--- config.mk ---
export PLATFORM = sky130hd
export DESIGN_NAME = rotary_encoder_debounce_decoder
export DESIGN_NICKNAME = d
export VERILOG_FILES = /design/src/hw/rtl/rotenc_pkg.sv /design/src/hw/rtl/rotenc_regs.sv /design/src/hw/rtl/rotenc_core.sv /design/src/hw/rtl/rotary_encoder_debounce_decoder.sv
export SDC_FILE = /design/constraint.sdc
export NUM_CORES = 1
export LEC_CHECK = 0
export BUFFER_PORTS_ARGS = -buffer_cell sky130_fd_sc_hd__clkbuf_2
export CAP_MARGIN = 20
export CORE_ASPECT_RATIO = 1.1
export CORE_MARGIN = 2
export CORE_UTILIZATION = 38
export DETAILED_ROUTE_END_ITERATION = 7
export PLACE_DENSITY_LB_ADDON = 0.05
export RECOVER_POWER = 50
export SYNTH_ARGS = -nofsm -noshare
export SYNTH_HDL_FRONTEND = slang
export SYNTH_SLANG_ARGS = --single-unit
--- constraint.sdc ---
create_clock -name aclk -period 2.2 [get_ports aclk]
set_input_delay 0.11 -clock aclk [delete_from_list [all_inputs] [get_ports aclk]]
set_output_delay 0.11 -clock aclk [all_outputs]
set_load 0.03 [all_outputs]
--- src/hw/rtl/rotenc_pkg.sv ---
// rotenc_pkg: shared types and constants for the rotary encoder front end
// no dependencies; imported by rotenc_regs, rotenc_core and the top level
package rotenc_pkg;

    localparam int TICK_W = 16;
    localparam int DATA_W = 32;
    localparam int ADDR_W = 3;

    // register word index, taken from paddr[2]
    localparam logic REG_CONTACT = 1'b0;
    localparam logic REG_BUTTON  = 1'b1;

    localparam logic [TICK_W-1:0] CONTACT_TICKS_RST = 16'd10;
    localparam logic [TICK_W-1:0] BUTTON_TICKS_RST  = 16'd200;

    typedef enum logic [2:0] {
        FUNC_TICK      = 3'd0,
        FUNC_PIN_A     = 3'd1,
        FUNC_BUTTON    = 3'd2,
        FUNC_READ_MOVE = 3'd3,
        FUNC_READ_BTN  = 3'd4
    } func_t;

    localparam logic [1:0] DIR_NONE = 2'd0;
    localparam logic [1:0] DIR_CW   = 2'd1;
    localparam logic [1:0] DIR_ACW  = 2'd2;

    typedef struct packed {
        logic [TICK_W-1:0] contact_ticks;
        logic [TICK_W-1:0] button_ticks;
    } cfg_t;

    typedef struct packed {
        logic [2:0] func;
        logic       pin_a_level;
        logic       pin_b_level;
        logic       button_level;
    } req_t;

    typedef struct packed {
        logic [1:0] movement;
        logic       clicked;
    } res_t;

endpackage

--- src/hw/rtl/rotenc_regs.sv ---
// rotenc_regs: apb-style configuration registers (debounce tick settings)
// depends on rotenc_pkg
module rotenc_regs (
    input  logic                            aclk,
    input  logic                            aresetn,
    input  logic                            psel,
    input  logic                            penable,
    input  logic                            pwrite,
    input  logic [rotenc_pkg::ADDR_W-1:0]   paddr,
    input  logic [rotenc_pkg::DATA_W-1:0]   pwdata,
    output logic [rotenc_pkg::DATA_W-1:0]   prdata,
    output logic                            pready,
    output rotenc_pkg::cfg_t                cfg
);
    import rotenc_pkg::*;

    logic [TICK_W-1:0] contact_reg;
    logic [TICK_W-1:0] button_reg;
    logic              wr_en;
    logic              word_sel;

    // byte address bits below the word are ignored
    assign word_sel = paddr[2];
    assign wr_en    = psel && penable && pwrite;
    assign pready   = 1'b1;

    always_ff @(posedge aclk) begin
        if (!aresetn) begin
            contact_reg <= CONTACT_TICKS_RST;
            button_reg  <= BUTTON_TICKS_RST;
        end else if (wr_en) begin
            unique case (word_sel)
                REG_CONTACT: contact_reg <= pwdata[TICK_W-1:0];
                REG_BUTTON:  button_reg  <= pwdata[TICK_W-1:0];
                default: ;
            endcase
        end
    end

    always_comb begin
        prdata = '0;
        unique case (word_sel)
            REG_CONTACT: prdata[TICK_W-1:0] = contact_reg;
            REG_BUTTON:  prdata[TICK_W-1:0] = button_reg;
            default:     prdata = '0;
        endcase
    end

    assign cfg.contact_ticks = contact_reg;
    assign cfg.button_ticks  = button_reg;

endmodule

--- src/hw/rtl/rotenc_core.sv ---
// rotenc_core: debounce counters, direction latch and click flag
// depends on rotenc_pkg; result is combinational from the request being retired
module rotenc_core (
    input  logic              aclk,
    input  logic              aresetn,
    input  logic              fire,
    input  rotenc_pkg::req_t  req,
    input  rotenc_pkg::cfg_t  cfg,
    output rotenc_pkg::res_t  res
);
    import rotenc_pkg::*;

    logic [TICK_W-1:0] rise_counter_reg, rise_counter_next;
    logic [TICK_W-1:0] press_counter_reg, press_counter_next;
    logic              move_pending_reg, move_pending_next;
    logic [1:0]        latched_dir_reg, latched_dir_next;
    logic [1:0]        prev_dir_reg, prev_dir_next;
    logic              click_pending_reg, click_pending_next;

    always_comb begin
        rise_counter_next  = rise_counter_reg;
        press_counter_next = press_counter_reg;
        move_pending_next  = move_pending_reg;
        latched_dir_next   = latched_dir_reg;
        prev_dir_next      = prev_dir_reg;
        click_pending_next = click_pending_reg;
        res                = '0;

        if (fire) begin
            unique case (func_t'(req.func))
                FUNC_TICK: begin
                    if (rise_counter_reg != '0) begin
                        rise_counter_next = rise_counter_reg - 1'b1;
                        // expiry while a step is pending leaves the latch alone
                        if (rise_counter_reg == TICK_W'(1) && !move_pending_reg) begin
                            latched_dir_next  = req.pin_b_level ? DIR_CW : DIR_ACW;
                            move_pending_next = 1'b1;
                        end
                    end
                    if (press_counter_reg != '0) begin
                        press_counter_next = press_counter_reg - 1'b1;
                        if (press_counter_reg == TICK_W'(1)) begin
                            click_pending_next = 1'b1;
                        end
                    end
                end
                FUNC_PIN_A: begin
                    if (req.pin_a_level) begin
                        rise_counter_next = cfg.contact_ticks;
                    end
                end
                FUNC_BUTTON: begin
                    if (req.button_level) begin
                        press_counter_next = cfg.button_ticks;
                    end
                end
                FUNC_READ_MOVE: begin
                    if (move_pending_reg) begin
                        move_pending_next = 1'b0;
                        // two agreeing detents confirm a step
                        if (latched_dir_reg == prev_dir_reg) begin
                            res.movement = latched_dir_reg;
                        end
                        prev_dir_next = latched_dir_reg;
                    end
                end
                FUNC_READ_BTN: begin
                    res.clicked        = click_pending_reg;
                    click_pending_next = 1'b0;
                end
                default: ;
            endcase
        end
    end

    always_ff @(posedge aclk) begin
        if (!aresetn) begin
            rise_counter_reg  <= '0;
            press_counter_reg <= '0;
            move_pending_reg  <= 1'b0;
            latched_dir_reg   <= DIR_NONE;
            prev_dir_reg      <= DIR_NONE;
            click_pending_reg <= 1'b0;
        end else begin
            rise_counter_reg  <= rise_counter_next;
            press_counter_reg <= press_counter_next;
            move_pending_reg  <= move_pending_next;
            latched_dir_reg   <= latched_dir_next;
            prev_dir_reg      <= prev_dir_next;
            click_pending_reg <= click_pending_next;
        end
    end

    a_pending_has_dir: assert property (@(posedge aclk) disable iff (!aresetn)
        move_pending_reg |-> (latched_dir_reg == DIR_CW || latched_dir_reg == DIR_ACW))
        else $error("step pending without a latched direction");

    a_dir_codes: assert property (@(posedge aclk) disable iff (!aresetn)
        latched_dir_reg != 2'd3 && prev_dir_reg != 2'd3)
        else $error("direction register holds an unused code");

    a_move_confirmed: assert property (@(posedge aclk) disable iff (!aresetn)
        res.movement != DIR_NONE |-> move_pending_reg && latched_dir_reg == prev_dir_reg)
        else $error("movement reported without a confirmed step");

    a_click_on_expiry: assert property (@(posedge aclk) disable iff (!aresetn)
        $rose(click_pending_reg) |-> $past(press_counter_reg) == TICK_W'(1))
        else $error("click flagged without button counter expiry");

endmodule

--- src/hw/rtl/rotary_encoder_debounce_decoder.sv ---
// rotary_encoder_debounce_decoder: top level of the rotary encoder front end
// depends on rotenc_pkg, rotenc_regs and rotenc_core
//
// usage:
//   requests enter on the s_ channel (valid/ready), one event each: a tick,
//   a pin A change, a button change, a movement read or a button read.
//   every request yields exactly one result on the m_ channel: m_movement on
//   a movement read, m_clicked on a button read, zeros otherwise.
//   the debounce lengths sit in two apb registers: contact ticks at byte
//   address 0, button ticks at byte address 4; write them only while idle.
// path: an accepted request passes through the input register, then the result
//   register, which drives the m_ channel.
// throughput: one request per cycle while m_ready is high; the counters and flags
//   update in the same cycle in which a request moves from the input register to the result
//   register.
// stalls: while m_ready is low the result register holds; one more request
//   may wait in the input register, after that s_ready drops.
// reset: aresetn (synchronous, active low) empties both registers, clears the
//   counters and flags, and restores 10 contact ticks and 200 button ticks.
module rotary_encoder_debounce_decoder (
    input  logic                            aclk,
    input  logic                            aresetn,
    input  logic                            s_valid,
    output logic                            s_ready,
    input  logic [2:0]                      s_func,
    input  logic                            s_pin_a_level,
    input  logic                            s_pin_b_level,
    input  logic                            s_button_level,
    output logic                            m_valid,
    input  logic                            m_ready,
    output logic [1:0]                      m_movement,
    output logic                            m_clicked,
    input  logic                            psel,
    input  logic                            penable,
    input  logic                            pwrite,
    input  logic [rotenc_pkg::ADDR_W-1:0]   paddr,
    input  logic [rotenc_pkg::DATA_W-1:0]   pwdata,
    output logic [rotenc_pkg::DATA_W-1:0]   prdata,
    output logic                            pready
);
    import rotenc_pkg::*;

    cfg_t cfg;
    req_t in_req_reg;
    logic in_valid_reg;
    res_t core_res;
    res_t out_res_reg;
    logic out_valid_reg;
    logic advance;

    rotenc_regs u_regs (
        .aclk    (aclk),
        .aresetn (aresetn),
        .psel    (psel),
        .penable (penable),
        .pwrite  (pwrite),
        .paddr   (paddr),
        .pwdata  (pwdata),
        .prdata  (prdata),
        .pready  (pready),
        .cfg     (cfg)
    );

    // the request retires into the result register when that register frees up
    assign advance = in_valid_reg && (!out_valid_reg || m_ready);
    assign s_ready = !in_valid_reg || advance;

    rotenc_core u_core (
        .aclk    (aclk),
        .aresetn (aresetn),
        .fire    (advance),
        .req     (in_req_reg),
        .cfg     (cfg),
        .res     (core_res)
    );

    always_ff @(posedge aclk) begin
        if (!aresetn) begin
            in_valid_reg <= 1'b0;
        end else if (s_ready) begin
            in_valid_reg <= s_valid;
        end
    end

    always_ff @(posedge aclk) begin
        if (s_valid && s_ready) begin
            in_req_reg.func         <= s_func;
            in_req_reg.pin_a_level  <= s_pin_a_level;
            in_req_reg.pin_b_level  <= s_pin_b_level;
            in_req_reg.button_level <= s_button_level;
        end
    end

    always_ff @(posedge aclk) begin
        if (!aresetn) begin
            out_valid_reg <= 1'b0;
        end else if (advance) begin
            out_valid_reg <= 1'b1;
        end else if (m_ready) begin
            out_valid_reg <= 1'b0;
        end
    end

    always_ff @(posedge aclk) begin
        if (advance) begin
            out_res_reg <= core_res;
        end
    end

    assign m_valid    = out_valid_reg;
    assign m_movement = out_res_reg.movement;
    assign m_clicked  = out_res_reg.clicked;

endmodule

==> summary.md <==
| Metric | Value |
|---|---|
| Status | finished clean |
| Setup crit end kind | flip-flop |
| R2R Setup Slk | 0.14 ns |
| Crit start category | flip-flop |
| Initial antenna violation count | 0 |
| # resized after CTS | 0 |
| Setup bufs post-CTS | 0 |
| DRT iter0 DRCs | 161 |
| Crit Path Category | flip-flop to flip-flop |
| Core Area | 11010 um2 |
| Share of layout cells above drive strength 1 | 19.07% |
| Final Util | 46.84% |
| Final worst path period share | 93.53% |
| Setup Skew | 0.007572 ns |
| Fmax | 486.0 MHz |
| Hold Startpoint | pwdata[9] |
| Area share of the largest cell type after synthesis | 33.41% |
| Num CTS Buffers | 9 |
| Vias per cell | 5.273 |
| Port buffer count | 50 |
| Final min period | 2.058 ns |
| Relative slew slack | 45.36% |
| Worst path required time | 2.42 ns |
| Hold depth | 3 |
| CTS tree | yes |
| Setup TNS | 0 ns |
| GRT Total Usage | 20.65% |
| Synth area leader | dfxtp_1 |
| Row Count | 40 |
| Critical path arrival | 2.27 ns |
| Final Max Tran Viols | 0 |
| Drc violations | 0 |
| Drt pass-1 iters | 7 |
| Post-synth EDFFs | 9 |
| Routed len/inst | 16.17 um |
| Die width | 105.6 um |
| Top_reg_cell synth | dfxtp_1 |
| Total number of vias | 3955 |
| Syn_area_per_cell | 8.064 um2 |
| First-pass GRT wire length | 19590 um |
| Cell count after synthesis | 535 |
| GPL Wtd Cong | 0.7954 |
| Die area | 12220 um2 |
| Final ANT Viol Nets | 0 |
| RSZ-0062 raised after global routing | false |
| Vias in the first global route | 3725 |
| CP peak stage delay | 0.64 ns |
| Clock Latency Late Sink | 0.34 ns |
| FF+latch count, synth | 81 |
| Pwr per Cell Area | 710.8 nW/um2 |
| Clock Tree Root | clkbuf_16 |
| Overflow after GRT | 0 |
| WL final | 12130 um |
| Worst-margin pin slew | 0.8196 ns |
| Max_cap viols | 0 |
| Sequential area share after synthesis | 39.68% |
| R2R cell count | 6 |
| Final setup fails | 0 |
| Post-synth ARST share | 0% |
| Bufs on Longest Clock Path | 2 |
| Fin. Hold Viols | 0 |
| Chip height | 115.8 um |
| Largest net degree at the start of global routing | 35 |
| Total Nets Final | 650 |
| Sink Count | 81 |
| CTS clk-pin slew, worst paths | 0.07 ns |
| Hold WC Path Type | input pin to flip-flop |
| Largest cells by area after synthesis | dfxtp_1, nand2_1, a21oi_1 |
| Ports | 86 |
| P_leak | 2.092 nW |
| CP Max Fanout | 5 |
| Setup ws final | 0.1424 ns |
| Pre-CTS setup slack | 0.1695 ns |
| Cell variety after synth | 60 |
| Reg-to-reg endpoint | u_core.press_counter_reg[15]$_SDFFE_PN0P_ |
| Worst Hold Endpoint | u_regs.contact_reg[9]$_SDFFE_PN0P_ |
| Synthesis-to-layout area growth | 19.55% |
| Slowest cell on the critical path | or4_1 |
| Final Cell Area | 5157 um2 |
| Max VDD drop | 0.4003 mV |
| Synthesized area | 4314 um2 |
| Hold_buf cts | 8 |
| Total power | 3.666 mW |
| Level count of the clock H-tree | 3 |
| Antenna diode count | 0 |
| Cell Area, Placed | 4798 um2 |
| Hpwl dp | 8860 um |
| Yosys warning total | 0 |
| Worst path cell trace | buf_4 > or4_1 > nor4_2 > a21oi_1 > o211ai_1 > o31ai_1 |
| RR Startpoint | u_core.press_counter_reg[0]$_SDFFE_PN0P_ |
| Initial Util | 39.18% |
-- through the flow --
stage / hold slack (ns) / instances
after CTS: 0.002295 / 750
after global placement: 0.2881 / 726
after detailed placement: 0.2893 / 726
final: 0.005099 / 750
after global routing: 0.007864 / 750
after floorplan: 0.2089 / 550
-- placed cells by master, fill, tap and decap left out, types with 3 or more instances in the layout --
cell / netlist / routed
clkbuf_2: 0 / 40
ha_1: 4 / 4
a31oi_1: 4 / 4
o21ai_1: 12 / 12
edfxtp_1: 9 / 9
clkbuf_16: 0 / 9
nand2b_1: 4 / 4
mux2_2: 16 / 16
nand3_1: 20 / 20
nor2b_1: 3 / 3
nand4_1: 3 / 3
conb_1: 2 / 17
nor3_1: 15 / 15
buf_4: 17 / 23
o21ai_0: 5 / 5
nor4_1: 3 / 3
nand2_1: 98 / 98
nor3b_1: 4 / 3
a21oi_1: 65 / 64
or3_1: 4 / 4
inv_1: 11 / 10
a22oi_1: 8 / 8
nor2_1: 41 / 41
dfxtp_1: 72 / 72
o211ai_1: 8 / 8
or4_1: 4 / 4
a21o_1: 10 / 10
clkbuf_1: 20 / 15
nor4_2: 3 / 3
o32ai_1: 5 / 5
dlygate4sd3_1: 0 / 8
mux2i_1: 6 / 6
o31ai_1: 9 / 9
-- power breakdown --
part	total (mW)	leakage [nW]	internal [mW]	switching, mW
logic	0.545	1.28	0.207	0.338
clock network	1.55	0.146	0.919	0.634
registers	1.57	0.668	1.53	0.0367
-- per-layer routing --
layer / vias to the layer above / GRT usage, % / wire length (um)
li1: 1993 / - / -
met1: 1868 / 28.03 / 5922
met2: 82 / 34.75 / 5723
met3: 12 / 2.587 / 360
met4: 0 / 6.053 / 121
met5: - / 0 / 0
-- synthesized netlist by cell type, types with 6 or more instances --
master,count
dfxtp_1,72
nor3_1,15
a22oi_1,8
buf_2,10
nand2_1,98
o211ai_1,8
clkbuf_1,20
o21ai_1,12
o31ai_1,9
a21o_1,10
nor2_1,41
mux2_2,16
edfxtp_1,9
buf_4,17
nand3_1,20
inv_1,11
mux2i_1,6
a21oi_1,65
-- final cells by class --
cell class	count	area [um2]
fillers	1131	5853
flip-flops and latches	81	1712
inverters	11	41.29
repair buffers	87	545.5
clock buffers	11	242.7
well taps	147	183.9
clock inverters	5	63.81
multi-input cells	408	2369
-- worst max-delay path by stage --
| stage | from | endpoint | slack (ns) | cells after the start |
|---|---|---|---|---|
| 2_1_floorplan | u_core.rise_counter_reg[0]$_SDFFE_PN0P_ | u_core.rise_counter_reg[9]$_SDFFE_PN0P_ | 0.40 | 8 |
| 3_3_place_gp | u_core.press_counter_reg[0]$_SDFFE_PN0P_ | u_core.press_counter_reg[15]$_SDFFE_PN0P_ | 0.20 | 6 |
| 3_5_place_dp | u_core.press_counter_reg[0]$_SDFFE_PN0P_ | u_core.press_counter_reg[15]$_SDFFE_PN0P_ | 0.17 | 6 |
| 4_1_cts | u_core.press_counter_reg[0]$_SDFFE_PN0P_ | u_core.press_counter_reg[15]$_SDFFE_PN0P_ | 0.16 | 6 |
| 5_1_grt | u_core.rise_counter_reg[1]$_SDFFE_PN0P_ | u_core.rise_counter_reg[11]$_SDFFE_PN0P_ | 0.03 | 8 |
| 6_report | u_core.press_counter_reg[0]$_SDFFE_PN0P_ | u_core.press_counter_reg[15]$_SDFFE_PN0P_ | 0.14 | 6 |
-- cells by family after synthesis --
family / Yosys count / share of synthesized area, %
simple gates: 228 / 26.86
buf+inv: 61 / 7.077
xor+xnor: 2 / 0.4061
other cells: 2 / 0.1741
compound gates: 135 / 19.08
fa+ha+maj: 4 / 1.160
mux: 22 / 5.568
flops: 81 / 39.68
-- critical path: cells and delay by family (launching register included) --
kind	cells	cell delay, ns
and+or+nand+nor	2	1.10
buffers and inverters	1	0.14
AOI/OAI and AO/OA	3	0.40
DFF	1	0.31
(Power assumes the default switching activity.)
